<file path="config.mk">
export PLATFORM = sky130hd
export DESIGN_NAME = adc_round_robin_oversampler_flat
export DESIGN_NICKNAME = d
export VERILOG_FILES = /design/src/hw/rtl/aro_pkg.sv /design/src/hw/rtl/aro_ifs.sv /design/src/hw/rtl/adc_round_robin_oversampler.sv /design/src/hw/rtl/aro_cfg_regs.sv /design/src/hw/rtl/aro_accum.sv /design/src/flat_wrapper.sv
export SDC_FILE = /design/constraint.sdc
export NUM_CORES = 1
export LEC_CHECK = 0
export ABC_AREA = 1
export BUFFER_PORTS_ARGS = -buffer_cell sky130_fd_sc_hd__buf_2
export CORE_ASPECT_RATIO = 0.9
export CORE_UTILIZATION = 60
export CTS_CLUSTER_SIZE = 14
export DETAILED_ROUTE_END_ITERATION = 7
export PLACE_DENSITY = 0.8
export SETUP_SLACK_MARGIN = 0.3
export SYNTH_ARGS = -nofsm -noshare
export SYNTH_HDL_FRONTEND = slang
export SYNTH_SLANG_ARGS = --single-unit
</file>
<file path="constraint.sdc">
create_clock -name clk -period 6.98 [get_ports clk]
set_clock_uncertainty 0.05 [all_clocks]
set_input_delay 1.047 -clock clk [delete_from_list [all_inputs] [get_ports clk]]
set_output_delay 1.047 -clock clk [all_outputs]
set_load 0.05 [all_outputs]
</file>
<file path="src/hw/rtl/aro_pkg.sv">
// Shared types and constants for the round-robin ADC oversampler.
package aro_pkg;

    localparam int CHANNELS_DEF          = 4;
    localparam int SAMPLES_PER_FRAME_DEF = 64;
    localparam int SAMPLE_BITS_DEF       = 10;

    localparam int SAMPLE_W  = 10;
    localparam int MUX_W     = 4;
    localparam int SUM_W     = 16;
    localparam int CHECK_W   = 8;
    localparam int MUX_REGS  = 4;
    localparam int CFG_IDX_W = 2;

    localparam logic [CHECK_W-1:0] CHECK_SEED = 8'hFF;

    typedef logic [MUX_W-1:0] mux_code_t;
    typedef mux_code_t [MUX_REGS-1:0] mux_bank_t;

    localparam mux_bank_t MUX_RESET = {4'hF, 4'h2, 4'h1, 4'h0};

    typedef enum logic [CFG_IDX_W-1:0] {
        REG_MUX_FIRST  = 2'd0,
        REG_MUX_SECOND = 2'd1,
        REG_MUX_THIRD  = 2'd2,
        REG_MUX_FOURTH = 2'd3
    } cfg_reg_t;

    typedef struct packed {
        mux_code_t          next_mux;
        logic               frame_done;
        logic [SUM_W-1:0]   sum_first;
        logic [SUM_W-1:0]   sum_second;
        logic [SUM_W-1:0]   sum_third;
        logic [SUM_W-1:0]   sum_fourth;
        logic [CHECK_W-1:0] frame_check;
    } result_t;

endpackage

</file>
<file path="src/hw/rtl/aro_ifs.sv">
// Valid/ready stream interfaces for conversion samples and frame results.
interface aro_sample_if;
    import aro_pkg::*;

    logic                valid;
    logic                ready;
    logic [SAMPLE_W-1:0] sample;

    modport source (output valid, output sample, input ready);
    modport sink (input valid, input sample, output ready);
endinterface

interface aro_result_if;
    import aro_pkg::*;

    logic               valid;
    logic               ready;
    mux_code_t          next_mux;
    logic               frame_done;
    logic [SUM_W-1:0]   sum_first;
    logic [SUM_W-1:0]   sum_second;
    logic [SUM_W-1:0]   sum_third;
    logic [SUM_W-1:0]   sum_fourth;
    logic [CHECK_W-1:0] frame_check;

    modport source (
        output valid, output next_mux, output frame_done, output sum_first,
        output sum_second, output sum_third, output sum_fourth, output frame_check,
        input ready
    );
    modport sink (
        input valid, input next_mux, input frame_done, input sum_first,
        input sum_second, input sum_third, input sum_fourth, input frame_check,
        output ready
    );
endinterface

</file>
<file path="src/hw/rtl/adc_round_robin_oversampler.sv">
// A sample is registered in the input stage, then its result in the result register.
// One sample per cycle while results flow; an input stage and a result register part
// the two sides, so one more sample is taken while a result waits downstream.
// Accumulate, publish and checksum fit one pass between the input stage and result.
// Reset clears all sums, counters and valid flags; mux codes return to 0, 1, 2, 15.
module adc_round_robin_oversampler #(
    parameter int CHANNELS          = aro_pkg::CHANNELS_DEF,
    parameter int SAMPLES_PER_FRAME = aro_pkg::SAMPLES_PER_FRAME_DEF,
    parameter int SAMPLE_BITS       = aro_pkg::SAMPLE_BITS_DEF
) (
    input  logic                          clk,
    input  logic                          rst_n,
    aro_sample_if.sink                    samples,
    aro_result_if.source                  results,
    input  logic                          cfg_wr_en,
    input  logic [aro_pkg::CFG_IDX_W-1:0] cfg_index,
    input  aro_pkg::mux_code_t            cfg_data
);
    import aro_pkg::*;

    logic                a_valid_reg;
    logic                a_valid_next;
    logic [SAMPLE_W-1:0] a_sample_reg;
    logic [SAMPLE_W-1:0] a_sample_next;
    logic                out_valid_reg;
    logic                out_valid_next;
    result_t             out_reg;
    result_t             out_next;

    mux_bank_t           mux_codes;
    result_t             calc;
    logic                a_adv;
    logic                in_beat;

    aro_cfg_regs u_cfg (
        .clk       (clk),
        .rst_n     (rst_n),
        .wr_en     (cfg_wr_en),
        .index     (cfg_index),
        .data      (cfg_data),
        .mux_codes (mux_codes)
    );

    aro_accum #(
        .CHANNELS          (CHANNELS),
        .SAMPLES_PER_FRAME (SAMPLES_PER_FRAME),
        .SAMPLE_BITS       (SAMPLE_BITS)
    ) u_accum (
        .clk       (clk),
        .rst_n     (rst_n),
        .step      (a_adv),
        .sample    (a_sample_reg),
        .mux_codes (mux_codes),
        .result    (calc)
    );

    assign a_adv         = a_valid_reg && (!out_valid_reg || results.ready);
    assign samples.ready = !a_valid_reg || a_adv;
    assign in_beat       = samples.valid && samples.ready;

    always_comb
    begin
        a_valid_next   = in_beat ? 1'b1 : (a_adv ? 1'b0 : a_valid_reg);
        a_sample_next  = in_beat ? samples.sample : a_sample_reg;
        out_valid_next = a_adv ? 1'b1 : (results.ready ? 1'b0 : out_valid_reg);
        out_next       = a_adv ? calc : out_reg;
    end

    always_ff @(posedge clk or negedge rst_n)
    begin
        if (!rst_n)
        begin
            a_valid_reg   <= 1'b0;
            out_valid_reg <= 1'b0;
        end
        else
        begin
            a_valid_reg   <= a_valid_next;
            out_valid_reg <= out_valid_next;
        end
    end

    always_ff @(posedge clk)
    begin
        a_sample_reg <= a_sample_next;
        out_reg      <= out_next;
    end

    assign results.valid       = out_valid_reg;
    assign results.next_mux    = out_reg.next_mux;
    assign results.frame_done  = out_reg.frame_done;
    assign results.sum_first   = out_reg.sum_first;
    assign results.sum_second  = out_reg.sum_second;
    assign results.sum_third   = out_reg.sum_third;
    assign results.sum_fourth  = out_reg.sum_fourth;
    assign results.frame_check = out_reg.frame_check;

    a_stage_hold: assert property (@(posedge clk) disable iff (!rst_n)
        a_valid_reg && out_valid_reg && !results.ready
            |=> a_valid_reg && $stable(a_sample_reg))
        else $error("input stage lost a sample under output stall");

endmodule

</file>
<file path="src/hw/rtl/aro_cfg_regs.sv">
// Mux code registers, one per channel slot, written through the config port.
module aro_cfg_regs (
    input  logic                           clk,
    input  logic                           rst_n,
    input  logic                           wr_en,
    input  logic [aro_pkg::CFG_IDX_W-1:0]  index,
    input  aro_pkg::mux_code_t             data,
    output aro_pkg::mux_bank_t             mux_codes
);
    import aro_pkg::*;

    mux_bank_t mux_reg;
    mux_bank_t mux_next;

    always_comb
    begin
        mux_next = mux_reg;
        if (wr_en)
        begin
            case (cfg_reg_t'(index))
                REG_MUX_FIRST:  mux_next[0] = data;
                REG_MUX_SECOND: mux_next[1] = data;
                REG_MUX_THIRD:  mux_next[2] = data;
                REG_MUX_FOURTH: mux_next[3] = data;
                default:        mux_next = mux_reg;
            endcase
        end
    end

    always_ff @(posedge clk or negedge rst_n)
    begin
        if (!rst_n)
        begin
            mux_reg <= MUX_RESET;
        end
        else
        begin
            mux_reg <= mux_next;
        end
    end

    assign mux_codes = mux_reg;

endmodule

</file>
<file path="src/hw/rtl/aro_accum.sv">
// Per-slot accumulators, round counter, frame publish and checksum.
module aro_accum #(
    parameter int CHANNELS          = aro_pkg::CHANNELS_DEF,
    parameter int SAMPLES_PER_FRAME = aro_pkg::SAMPLES_PER_FRAME_DEF,
    parameter int SAMPLE_BITS       = aro_pkg::SAMPLE_BITS_DEF
) (
    input  logic                          clk,
    input  logic                          rst_n,
    input  logic                          step,
    input  logic [aro_pkg::SAMPLE_W-1:0]  sample,
    input  aro_pkg::mux_bank_t            mux_codes,
    output aro_pkg::result_t              result
);
    import aro_pkg::*;

    localparam int SLOT_W    = (CHANNELS > 1) ? $clog2(CHANNELS) : 1;
    localparam int ROUND_W   = (SAMPLES_PER_FRAME > 1) ? $clog2(SAMPLES_PER_FRAME) : 1;
    localparam int KEEP_BITS = (SAMPLE_BITS < SAMPLE_W) ? SAMPLE_BITS : SAMPLE_W;
    localparam logic [SAMPLE_W-1:0] SAMPLE_MASK = SAMPLE_W'((1 << KEEP_BITS) - 1);
    localparam logic [SLOT_W-1:0]   LAST_SLOT   = SLOT_W'(CHANNELS - 1);
    localparam logic [ROUND_W-1:0]  LAST_ROUND  = ROUND_W'(SAMPLES_PER_FRAME - 1);

    logic [SLOT_W-1:0]  slot_reg;
    logic [SLOT_W-1:0]  slot_next;
    logic [ROUND_W-1:0] round_reg;
    logic [ROUND_W-1:0] round_next;
    logic [SUM_W-1:0]   run_reg   [CHANNELS];
    logic [SUM_W-1:0]   run_next  [CHANNELS];
    logic [SUM_W-1:0]   pub_reg   [CHANNELS];
    logic [SUM_W-1:0]   pub_next  [CHANNELS];
    logic [CHECK_W-1:0] check_reg;
    logic [CHECK_W-1:0] check_next;

    logic [SUM_W-1:0]   upd       [CHANNELS];
    logic [SUM_W-1:0]   sample_ext;
    logic [CHECK_W-1:0] frame_sum;
    logic               wrap_slot;
    logic               publish;
    logic [2:0]         slot_wide;
    logic [SUM_W-1:0]   pub_view  [4];

    assign sample_ext = SUM_W'(sample & SAMPLE_MASK);
    assign wrap_slot  = (slot_reg == LAST_SLOT);
    assign publish    = wrap_slot && (round_reg == LAST_ROUND);

    always_comb
    begin
        frame_sum = CHECK_SEED;
        for (int s = 0; s < CHANNELS; s++)
        begin
            upd[s] = (slot_reg == SLOT_W'(s)) ? run_reg[s] + sample_ext : run_reg[s];
            frame_sum = frame_sum + upd[s][7:0] + upd[s][15:8];
        end
    end

    always_comb
    begin
        slot_next  = slot_reg;
        round_next = round_reg;
        check_next = check_reg;
        for (int s = 0; s < CHANNELS; s++)
        begin
            run_next[s] = run_reg[s];
            pub_next[s] = pub_reg[s];
        end
        if (step)
        begin
            slot_next = wrap_slot ? '0 : slot_reg + 1'b1;
            if (wrap_slot)
            begin
                round_next = publish ? '0 : round_reg + 1'b1;
            end
            for (int s = 0; s < CHANNELS; s++)
            begin
                run_next[s] = publish ? '0 : upd[s];
                pub_next[s] = publish ? upd[s] : pub_reg[s];
            end
            if (publish)
            begin
                check_next = frame_sum;
            end
        end
    end

    always_ff @(posedge clk or negedge rst_n)
    begin
        if (!rst_n)
        begin
            slot_reg  <= '0;
            round_reg <= '0;
            check_reg <= '0;
            for (int s = 0; s < CHANNELS; s++)
            begin
                run_reg[s] <= '0;
                pub_reg[s] <= '0;
            end
        end
        else
        begin
            slot_reg  <= slot_next;
            round_reg <= round_next;
            check_reg <= check_next;
            for (int s = 0; s < CHANNELS; s++)
            begin
                run_reg[s] <= run_next[s];
                pub_reg[s] <= pub_next[s];
            end
        end
    end

    // Slots past the fourth reuse the mux code of slot modulo 4.
    assign slot_wide = 3'(slot_next);

    for (genvar k = 0; k < 4; k++)
    begin : g_view
        if (k < CHANNELS)
        begin : g_live
            assign pub_view[k] = pub_next[k];
        end
        else
        begin : g_absent
            assign pub_view[k] = '0;
        end
    end

    always_comb
    begin
        result.next_mux    = mux_codes[slot_wide[1:0]];
        result.frame_done  = publish;
        result.sum_first   = pub_view[0];
        result.sum_second  = pub_view[1];
        result.sum_third   = pub_view[2];
        result.sum_fourth  = pub_view[3];
        result.frame_check = check_next;
    end

    a_slot_range: assert property (@(posedge clk) disable iff (!rst_n)
        slot_reg <= LAST_SLOT)
        else $error("slot index past last channel");

    a_round_range: assert property (@(posedge clk) disable iff (!rst_n)
        round_reg <= LAST_ROUND)
        else $error("round count past frame length");

    a_clear_on_publish: assert property (@(posedge clk) disable iff (!rst_n)
        step && publish |=> run_reg[0] == '0 && slot_reg == '0 && round_reg == '0)
        else $error("running sums not cleared after publish");

    a_hold_idle: assert property (@(posedge clk) disable iff (!rst_n)
        !step |=> $stable(slot_reg) && $stable(round_reg) && $stable(check_reg))
        else $error("accumulator state moved without a sample");

endmodule

</file>
<file path="src/flat_wrapper.sv">
// flat-port wrapper written by rule: the top's interface ports become plain ports
module adc_round_robin_oversampler_flat import aro_pkg::*;
#(
    parameter int CHANNELS          = aro_pkg::CHANNELS_DEF,
    parameter int SAMPLES_PER_FRAME = aro_pkg::SAMPLES_PER_FRAME_DEF,
    parameter int SAMPLE_BITS       = aro_pkg::SAMPLE_BITS_DEF
)
  (clk, rst_n, cfg_wr_en, cfg_index, cfg_data, samples_valid, samples_sample, samples_ready, results_valid, results_next_mux, results_frame_done, results_sum_first, results_sum_second, results_sum_third, results_sum_fourth, results_frame_check, results_ready);
  aro_sample_if samples_i ();
  aro_result_if results_i ();
  input  logic clk;
  input  logic rst_n;
  input  logic cfg_wr_en;
  input  logic [aro_pkg::CFG_IDX_W-1:0] cfg_index;
  input  aro_pkg::mux_code_t cfg_data;
  input wire logic [$bits(samples_i.valid)-1:0] samples_valid;
  input wire logic [$bits(samples_i.sample)-1:0] samples_sample;
  output wire logic [$bits(samples_i.ready)-1:0] samples_ready;
  output wire logic [$bits(results_i.valid)-1:0] results_valid;
  output wire logic [$bits(results_i.next_mux)-1:0] results_next_mux;
  output wire logic [$bits(results_i.frame_done)-1:0] results_frame_done;
  output wire logic [$bits(results_i.sum_first)-1:0] results_sum_first;
  output wire logic [$bits(results_i.sum_second)-1:0] results_sum_second;
  output wire logic [$bits(results_i.sum_third)-1:0] results_sum_third;
  output wire logic [$bits(results_i.sum_fourth)-1:0] results_sum_fourth;
  output wire logic [$bits(results_i.frame_check)-1:0] results_frame_check;
  input wire logic [$bits(results_i.ready)-1:0] results_ready;
  assign samples_i.valid = samples_valid;
  assign samples_i.sample = samples_sample;
  assign samples_ready = samples_i.ready;
  assign results_valid = results_i.valid;
  assign results_next_mux = results_i.next_mux;
  assign results_frame_done = results_i.frame_done;
  assign results_sum_first = results_i.sum_first;
  assign results_sum_second = results_i.sum_second;
  assign results_sum_third = results_i.sum_third;
  assign results_sum_fourth = results_i.sum_fourth;
  assign results_frame_check = results_i.frame_check;
  assign results_i.ready = results_ready;
  adc_round_robin_oversampler #(.CHANNELS(CHANNELS), .SAMPLES_PER_FRAME(SAMPLES_PER_FRAME), .SAMPLE_BITS(SAMPLE_BITS)) u_core (.clk(clk), .rst_n(rst_n), .samples(samples_i), .results(results_i), .cfg_wr_en(cfg_wr_en), .cfg_index(cfg_index), .cfg_data(cfg_data));
endmodule
</file>
==> flow_metrics.env, run 1 <==
export IMPL_setup_viol_count_final=0
export IMPL_reg2reg_depth=34
export IMPL_clk_path_buf_depth=3
export IMPL_die_area_um2=22500
export IMPL_rows=51
export IMPL_slowest_stage="fa_1"
export IMPL_top_usage_layer="met1"
export IMPL_syn_cell_area_um2=13200
export IMPL_placed_area_um2=14000
export IMPL_grt_use_total_pct=29.6
export IMPL_grt_max_degree=96
export IMPL_finalNonFillerCells=1814
export IMPL_rsz0062_at_grt="no"
export IMPL_synth_cell_types=52
export IMPL_design_area_um2=14900
export IMPL_crit_path_start="u_core.a_sample_reg[0]"
export IMPL_ys_warn_count=0
export IMPL_r2r_slack_ps=680
export IMPL_place_congestion=0.950
export IMPL_synth_edf_count=87
export IMPL_vias=9846
export IMPL_clk_pin_slew_ps=70
export IMPL_antenna_left=0
export IMPL_core_area_um2=21600
export IMPL_finalCritPeriodShare_pct=90.3
export IMPL_syn2layout_area_growth_pct=13.0
export IMPL_r2r_start="u_core.a_sample_reg[0]"
export IMPL_hold_path_class="reg2reg"
export IMPL_drc=0
export IMPL_overflow=0
export IMPL_wl_per_cell_um=17.3
export IMPL_cts_hold_buf=0
export IMPL_h_tree_depth=1
export IMPL_critical_path_class="reg2reg"
export IMPL_post_route_util_pct=69.0
export IMPL_cts_tree="built"
export IMPL_met2_usage_pct=42.9
export IMPL_via_per_inst=5.43
export IMPL_cts_made_buffers=25
export IMPL_avgSynthCellArea_um2=9.40
export IMPL_dieWidth_um=158
export IMPL_grt_first_pass_wirelength_um=50400
export IMPL_endpoint="u_core.results.frame_check[7]"
export IMPL_tns_ps=0
export IMPL_pin_count=100
export IMPL_synth_seq_cells=249
export IMPL_met1_usage_pct=45.5
export IMPL_n_fill_cell=1698
export IMPL_die_h_um=143
export IMPL_rr_endpoint="u_core.results.frame_check[7]"
export IMPL_yosys_most_used_dff="dfrtp_1"
export IMPL_grt_pass1_vias=9384
export IMPL_end_kind="register"
export IMPL_initial_utilization_pct=61.0
export IMPL_drive_gt1_share_pct=14.6
export IMPL_final_max_slew_viol_count=0
export IMPL_arrival_ps=6540
export IMPL_cpPeakStageDelay_ps=570
export IMPL_seq_area_frac_synth_pct=50.7
export IMPL_async_flop_share_pct=65.1
export IMPL_antenna_found_initial=0
export IMPL_port_buffers=99
export IMPL_drt_iter0_drc=737
export IMPL_tightestPinTransition_ps=1040
export IMPL_max_slew_margin_rel_pct=30.6
export IMPL_whs_path_depth=2
export IMPL_crit_required_ps=7220
export IMPL_cap_violations=0
export IMPL_finalWirelength_um=31500
export IMPL_syn_nets=1521
export IMPL_cts_sinks=249
export IMPL_crit_top_cell="nand2_1"
export IMPL_use_met3_pct=4.90
export IMPL_max_freq_mhz=159
export IMPL_fin_nets=1625
export IMPL_hold_viol=0
export IMPL_critPathMaxFanout=4
export IMPL_syn_inst=1400
export IMPL_status="finished clean"
export IMPL_hpwlAfterDp_um=22500
export IMPL_first_pass_iters=6
export IMPL_dp_cells=1764
export IMPL_antennaDiodeCount=0
export IMPL_crit_path_start_kind="register"
export IMPL_worstSkewPairLatency_ps=550
export IMPL_root_buffer="clkbuf_16"
export IMPL_min_period_ps=6300
kinds of logic (layout without fill, tap and decap cells):
logic type | after synthesis | count (layout) | share of synthesized area [%]
simple gates | 478 | 478 | 15.9
buf+inv | 278 | 401 | 7.97
compound gates | 258 | 258 | 11.1
flops | 249 | 249 | 50.7
fa+ha+maj | 100 | 100 | 11.8
xor+xnor | 36 | 36 | 2.40
mux | 1 | 1 | 0.0760
how the worst min path moves through the flow:
stage	startpoint	endpoint	slack (ps)
CTS	u_core.u_accum.check_reg[2]	u_core.u_accum.check_reg[2]	430
finish	u_core.u_accum.check_reg[2]	u_core.u_accum.check_reg[2]	430
global placement	u_core.u_accum.check_reg[1]	u_core.u_accum.check_reg[1]	400
global route	u_core.u_cfg.mux_codes[13]	u_core.u_cfg.mux_codes[13]	450
detailed placement	u_core.u_accum.check_reg[2]	u_core.u_accum.check_reg[2]	420
floorplan	u_core.u_accum.check_reg[0]	u_core.u_accum.check_reg[0]	380
repair_timing:
item | CTS | global route
endpoints found under the setup margin | 0 | 2
gates resized for setup | 0 | 4
setup buffers | 0 | 4
placed cells by master, fill, tap and decap left out, drive strengths merged, types with 2 or more instances in the layout:
master	instances
ha	59
fa	41
nor2	48
nor3	11
nor4	3
clkinvlp	3
a21o	2
o21ai	137
a22oi	2
a22o	2
dfrtp	156
nand2	341
edfxtp	87
clkbuf	34
clkinv	5
o21a	3
a221oi	2
o22ai	50
xor2	24
buf	113
nand3b	2
nand3	59
nand4	7
a21oi	42
o21bai	2
bufinv	3
inv	243
a21boi	3
dfstp	6
or2	6
xnor2	12
a31oi	7
cell type report:
cell class	count	area, µm²	area share [%]
repair buffers	113	607	4.08
inverters	242	911	6.12
clock buffers	34	699	4.70
clock inverters	12	165	1.11
flip-flops and latches	249	6670	44.9
multi-input cells	873	5450	36.7
well taps	291	364	2.45
cell usage after synthesis (all sizes together) (2+ instances only):
master,instances,area [µm²]
a21boi,3,33.8
a21o,2,16.3
a21oi,42,233
a221oi,2,17.5
a22o,2,17.5
a22oi,2,15.0
a31oi,7,43.8
buf,4,20.0
clkbuf,32,120
dfrtp,156,3900
dfstp,6,158
edfxtp,87,2610
fa,41,821
ha,59,738
inv,241,905
nand2,341,1350
nand3,59,345
nand3b,2,15.0
nand4,7,50.1
nor2,48,198
nor3,11,76.3
nor4,3,18.8
o21a,3,22.5
o21ai,137,686
o21bai,2,15.0
o22ai,50,313
or2,6,37.5
xnor2,12,105
xor2,24,210
worst max-delay path: cells and delay by family (launching register included):
family	cells	cell delay (ps)
flops	1	380
compound gates	4	580
buf+inv	6	380
fa+ha+maj	7	3000
simple gates	16	1460
xor+xnor	1	200
metal layers:
layer | routed length [µm] | share of wire [%] | vias to the layer above
met5 | 0 | 0 | -
met4 | 973 | 3.1 | 0
met3 | 2130 | 6.8 | 60
met2 | 13400 | 43 | 343
met1 | 15000 | 48 | 4684
li1 | - | - | 4759
per-stage QoR:
step	worst slack (ps)	hold slack (ps)
6_report	675	426
5_1_grt	294	452
4_1_cts	475	432
3_5_place_dp	511	417
3_3_place_gp	687	404
2_1_floorplan	1150	384
Power of run 1 is left out: the tool's default activity adds up to more than one toggle a clock period on the data nets, which glitch-free logic cannot reach.
==> inputs of run 2 (changes only) <==
Settings changed: PLACE_DENSITY 0.8 to 0.89.
==> flow_metrics.env, run 2 (synthesized netlist as in run 1, its figures left out) <==
export IMPL_critPathMaxFanout=4
export IMPL_arrival_ps=6590
export IMPL_syn2layout_area_growth_pct=13.3
export IMPL_status="finished clean"
export IMPL_rows=51
export IMPL_cpPeakStageDelay_ps=560
export IMPL_drc=0
export IMPL_r2r_slack_ps=630
export IMPL_hpwlAfterDp_um=23400
export IMPL_r2r_start="u_core.a_sample_reg[0]"
export IMPL_crit_path_start_kind="register"
export IMPL_crit_required_ps=7210
export IMPL_final_cell_mix="nand2_1, inv_1, dfrtp_1"
export IMPL_cap_violations=0
export IMPL_dieWidth_um=158
export IMPL_rsz0062_at_grt="no"
export IMPL_worstSkewPairLatency_ps=550
export IMPL_hold_path_startpoint="u_core.u_accum.check_reg[3]"
export IMPL_finalCritPeriodShare_pct=91.0
export IMPL_crit_path_start="u_core.a_sample_reg[0]"
export IMPL_cts_hold_buf=0
export IMPL_vias=10270
export IMPL_die_h_um=143
export IMPL_drive_gt1_share_pct=14.4
export IMPL_cts_sinks=249
export IMPL_h_tree_depth=1
export IMPL_pin_count=100
export IMPL_tightestPinTransition_ps=1040
export IMPL_root_buffer="clkbuf_16"
export IMPL_clk_path_buf_depth=3
export IMPL_die_area_um2=22500
export IMPL_tns_ps=0
export IMPL_port_buffers=99
export IMPL_setup_viol_count_final=0
export IMPL_min_period_ps=6350
export IMPL_core_area_um2=21600
export IMPL_grt_max_degree=94
export IMPL_overflow=0
export IMPL_endpoint="u_core.results.frame_check[7]"
export IMPL_hold_viol=0
export IMPL_drt_iter0_drc=1021
export IMPL_grt_pass1_vias=9704
export IMPL_max_freq_mhz=157
export IMPL_via_per_inst=5.66
export IMPL_first_pass_iters=8
export IMPL_antennaDiodeCount=0
export IMPL_cts_made_buffers=25
export IMPL_wl_per_cell_um=18.1
export IMPL_antenna_found_initial=0
export IMPL_critical_path_class="reg2reg"
export IMPL_clk_pin_slew_ps=70
export IMPL_initial_utilization_pct=61.0
export IMPL_mostFrequentLayoutCell="nand2_1"
export IMPL_cts_tree="built"
export IMPL_crit_top_cell="nand2_1"
export IMPL_final_max_slew_viol_count=0
export IMPL_slowest_stage="fa_1"
export IMPL_grt_use_total_pct=30.0
export IMPL_grt_first_pass_wirelength_um=51400
export IMPL_max_slew_margin_rel_pct=30.4
export IMPL_hold_path_class="reg2reg"
export IMPL_place_congestion=0.985
export IMPL_reg2reg_depth=34
export IMPL_fin_nets=1627
export IMPL_end_kind="register"
export IMPL_finalWirelength_um=32800
export IMPL_rr_endpoint="u_core.results.frame_check[7]"
export IMPL_antenna_left=0
run 2: changes by cell type in the layout (fill, tap and decap cells not counted), moves of 2 or more:
cell | before | now
buf_4 | 14 | 16
clkinv_1 | 1 | 3
clkbuf_8 | 4 | 0
clkinv_2 | 3 | 1
bufinv_16 | 3 | 5
run 2: per-layer routing:
| layer | track usage (%) | vias up | part of all wire (%) |
|---|---|---|---|
| li1 | - | 4782 | - |
| met1 | 43.7 | 4877 | 43 |
| met2 | 44.7 | 515 | 44 |
| met3 | 5.76 | 96 | 9.3 |
| met4 | 11.1 | 0 | 4.2 |
| met5 | 0 | - | 0 |
run 2: repair_timing:
action / in CTS / in global routing
endpoints found under the setup margin: 0 / 2
buffers inserted: 0 / 6
gates resized for setup: 0 / 4
run 2: area by class of cell:
class / instances / area, µm²
flip-flops and latches: 249 / 6670
fillers: 1637 / 6660
multi-input cells: 873 / 5470
inverters: 242 / 911
clock buffers: 31 / 648
repair buffers: 115 / 622
well taps: 291 / 364
clock inverters: 14 / 224
run 2: critical path: cells and delay by family (launching register included):
kind / cells / cell delay, ps
adder cells (fa/ha/maj): 7 / 2950
AND/OR/NAND/NOR: 16 / 1500
buffers and inverters: 6 / 410
XOR/XNOR: 1 / 260
flip-flops: 1 / 360
AO/OA/AOI/OAI: 4 / 570
run 2: worst min path at each step:
stage	endpoint	slack [ps]	cells past startpoint
2_1_floorplan	u_core.u_accum.check_reg[0]	380	2
3_3_place_gp	u_core.u_accum.check_reg[2]	400	2
3_5_place_dp	u_core.u_accum.check_reg[1]	410	2
4_1_cts	u_core.u_accum.check_reg[5]	430	2
5_1_grt	u_core.u_accum.check_reg[5]	450	2
6_report	u_core.u_accum.check_reg[3]	430	2
run 2: metrics by stage:
step                      cell area, µm²  std cells  setup slack [ps]  hold WS (ps)  utilization (%)
after CTS                          14800       1809               460           434             68.8
after floorplan                    13200       1400              1150           384                -
final                              14900       1815               627           425             69.1
after global routing               14900       1815               264           451             69.1
after detailed placement           14000       1764               460           411             64.8
after global placement             14000       1764               758           404             64.8
Power of run 2 is left out for the same reason.
==> inputs of run 3 (changes only) <==
Settings changed: CTS_BUF_LIST set to sky130_fd_sc_hd__clkbuf_16, PLACE_DENSITY 0.89 to 0.8.
==> flow_metrics.env, run 3 (synthesized netlist as in run 1, its figures left out) <==
export IMPL_critPathTopFamily="adder cells"
export IMPL_clk_path_buf_depth=3
export IMPL_core_area_um2=21600
export IMPL_pin_count=100
export IMPL_root_buffer="clkbuf_16"
export IMPL_status="finished clean"
export IMPL_grt_max_degree=96
export IMPL_drive_gt1_share_pct=14.3
export IMPL_crit_top_cell="nand2_1"
export IMPL_dieWidth_um=158
export IMPL_setup_viol_count_final=0
export IMPL_crit_required_ps=7220
export IMPL_worstSkewPairLatency_ps=550
export IMPL_overflow=0
export IMPL_slowest_stage="fa_1"
export IMPL_grt_use_total_pct=29.6
export IMPL_min_period_ps=6320
export IMPL_first_pass_iters=7
export IMPL_max_slew_margin_rel_pct=30.8
export IMPL_crit_path_start_kind="register"
export IMPL_cts_made_buffers=25
export IMPL_fin_nets=1625
export IMPL_port_buffers=99
export IMPL_grt_pass1_vias=9378
export IMPL_finalCritPeriodShare_pct=90.5
export IMPL_vias=9877
export IMPL_rows=51
export IMPL_die_area_um2=22500
export IMPL_drc=0
export IMPL_via_per_inst=5.44
export IMPL_initial_utilization_pct=61.0
export IMPL_critPathMaxFanout=4
export IMPL_cp_buffers_inverters=6
export IMPL_tightestPinTransition_ps=1040
export IMPL_clk_pin_slew_ps=70
export IMPL_grt_first_pass_wirelength_um=50500
export IMPL_cts_sinks=249
export IMPL_hold_path_class="reg2reg"
export IMPL_hpwlAfterDp_um=22500
export IMPL_cts_tree="built"
export IMPL_finalWirelength_um=31500
export IMPL_h_tree_depth=1
export IMPL_hold_viol=0
export IMPL_arrival_ps=6550
export IMPL_critical_path_class="reg2reg"
export IMPL_place_congestion=0.950
export IMPL_antenna_found_initial=0
export IMPL_cap_violations=0
export IMPL_tns_ps=0
export IMPL_end_kind="register"
export IMPL_syn2layout_area_growth_pct=12.7
export IMPL_drt_iter0_drc=818
export IMPL_max_freq_mhz=158
export IMPL_final_cell_mix="nand2_1, inv_1, dfrtp_1"
export IMPL_antennaDiodeCount=0
export IMPL_wl_per_cell_um=17.3
export IMPL_antenna_left=0
export IMPL_die_h_um=143
export IMPL_cpPeakStageDelay_ps=560
export IMPL_rsz0062_at_grt="no"
export IMPL_mostFrequentLayoutCell="nand2_1"
export IMPL_final_max_slew_viol_count=0
==> run 3: changes by cell type in the layout (fill, tap and decap cells not counted), sizes merged <==
| cell | before | now |
|---|---|---|
| buf | 115 | 113 |
| clkinv | 6 | 9 |
| clkinvlp | 2 | 3 |
| inv | 243 | 248 |
| bufinv | 5 | 3 |
| clkbuf | 31 | 25 |
==> run 3: per-stage QoR <==
step	std cells	setup slack, ps	hold slack (ps)	utilization (%)	instance area [µm²]
after global routing	1814	294	452	68.8	14800
after global placement	1764	687	404	64.8	14000
after CTS	1810	476	432	68.6	14800
final	1814	664	426	68.8	14800
after detailed placement	1764	511	417	64.8	14000
after floorplan	1400	1150	384	-	13200
==> run 3: what timing repair did <==
item | 4_1_cts | 5_1_grt
endpoints found under the setup margin | 0 | 2
hold buffers | 0 | 0
resized for setup | 0 | 4
setup buffers | 0 | 4
==> run 3: tightest hold or removal path: stages (launching register included) <==
cell and delay (ps):
dfrtp_1 330, nand2_1 50, nand2_1 70
==> run 3: per-layer routing <==
metal | GRT usage [%] | vias up | wire length [µm]
li1 | - | 4767 | -
met1 | 45.6 | 4691 | 15000
met2 | 42.8 | 359 | 13300
met3 | 4.90 | 60 | 2160
met4 | 8.76 | 0 | 1000
met5 | 0 | - | 0
==> run 3: path summary, 6_finish.rpt <==
check / start / to / slack, ps / depth (start not counted)
setup / recovery: u_core.a_sample_reg[0] / u_core.results.frame_check[7] / 660 / 34
hold / removal: u_core.u_accum.check_reg[2] / u_core.u_accum.check_reg[2] / 430 / 2
setup reg to reg: u_core.a_sample_reg[0] / u_core.results.frame_check[7] / 660 / 34
hold reg to reg: u_core.u_accum.check_reg[2] / u_core.u_accum.check_reg[2] / 430 / 2
max in group asynchronous: rst_n / u_core.u_accum.pub_reg[49] / 4890 / 2
min in group asynchronous: rst_n / u_core.u_cfg.mux_codes[0] / 540 / 1
==> run 3: layout make-up <==
class / instances / area (µm²)
fillers: 1710 / 6730
repair buffers: 113 / 607
clock buffers: 25 / 626
multi-input cells: 873 / 5450
clock inverters: 21 / 199
flip-flops and latches: 249 / 6670
well taps: 291 / 364
inverters: 242 / 911
Power of run 3 is left out for the same reason.
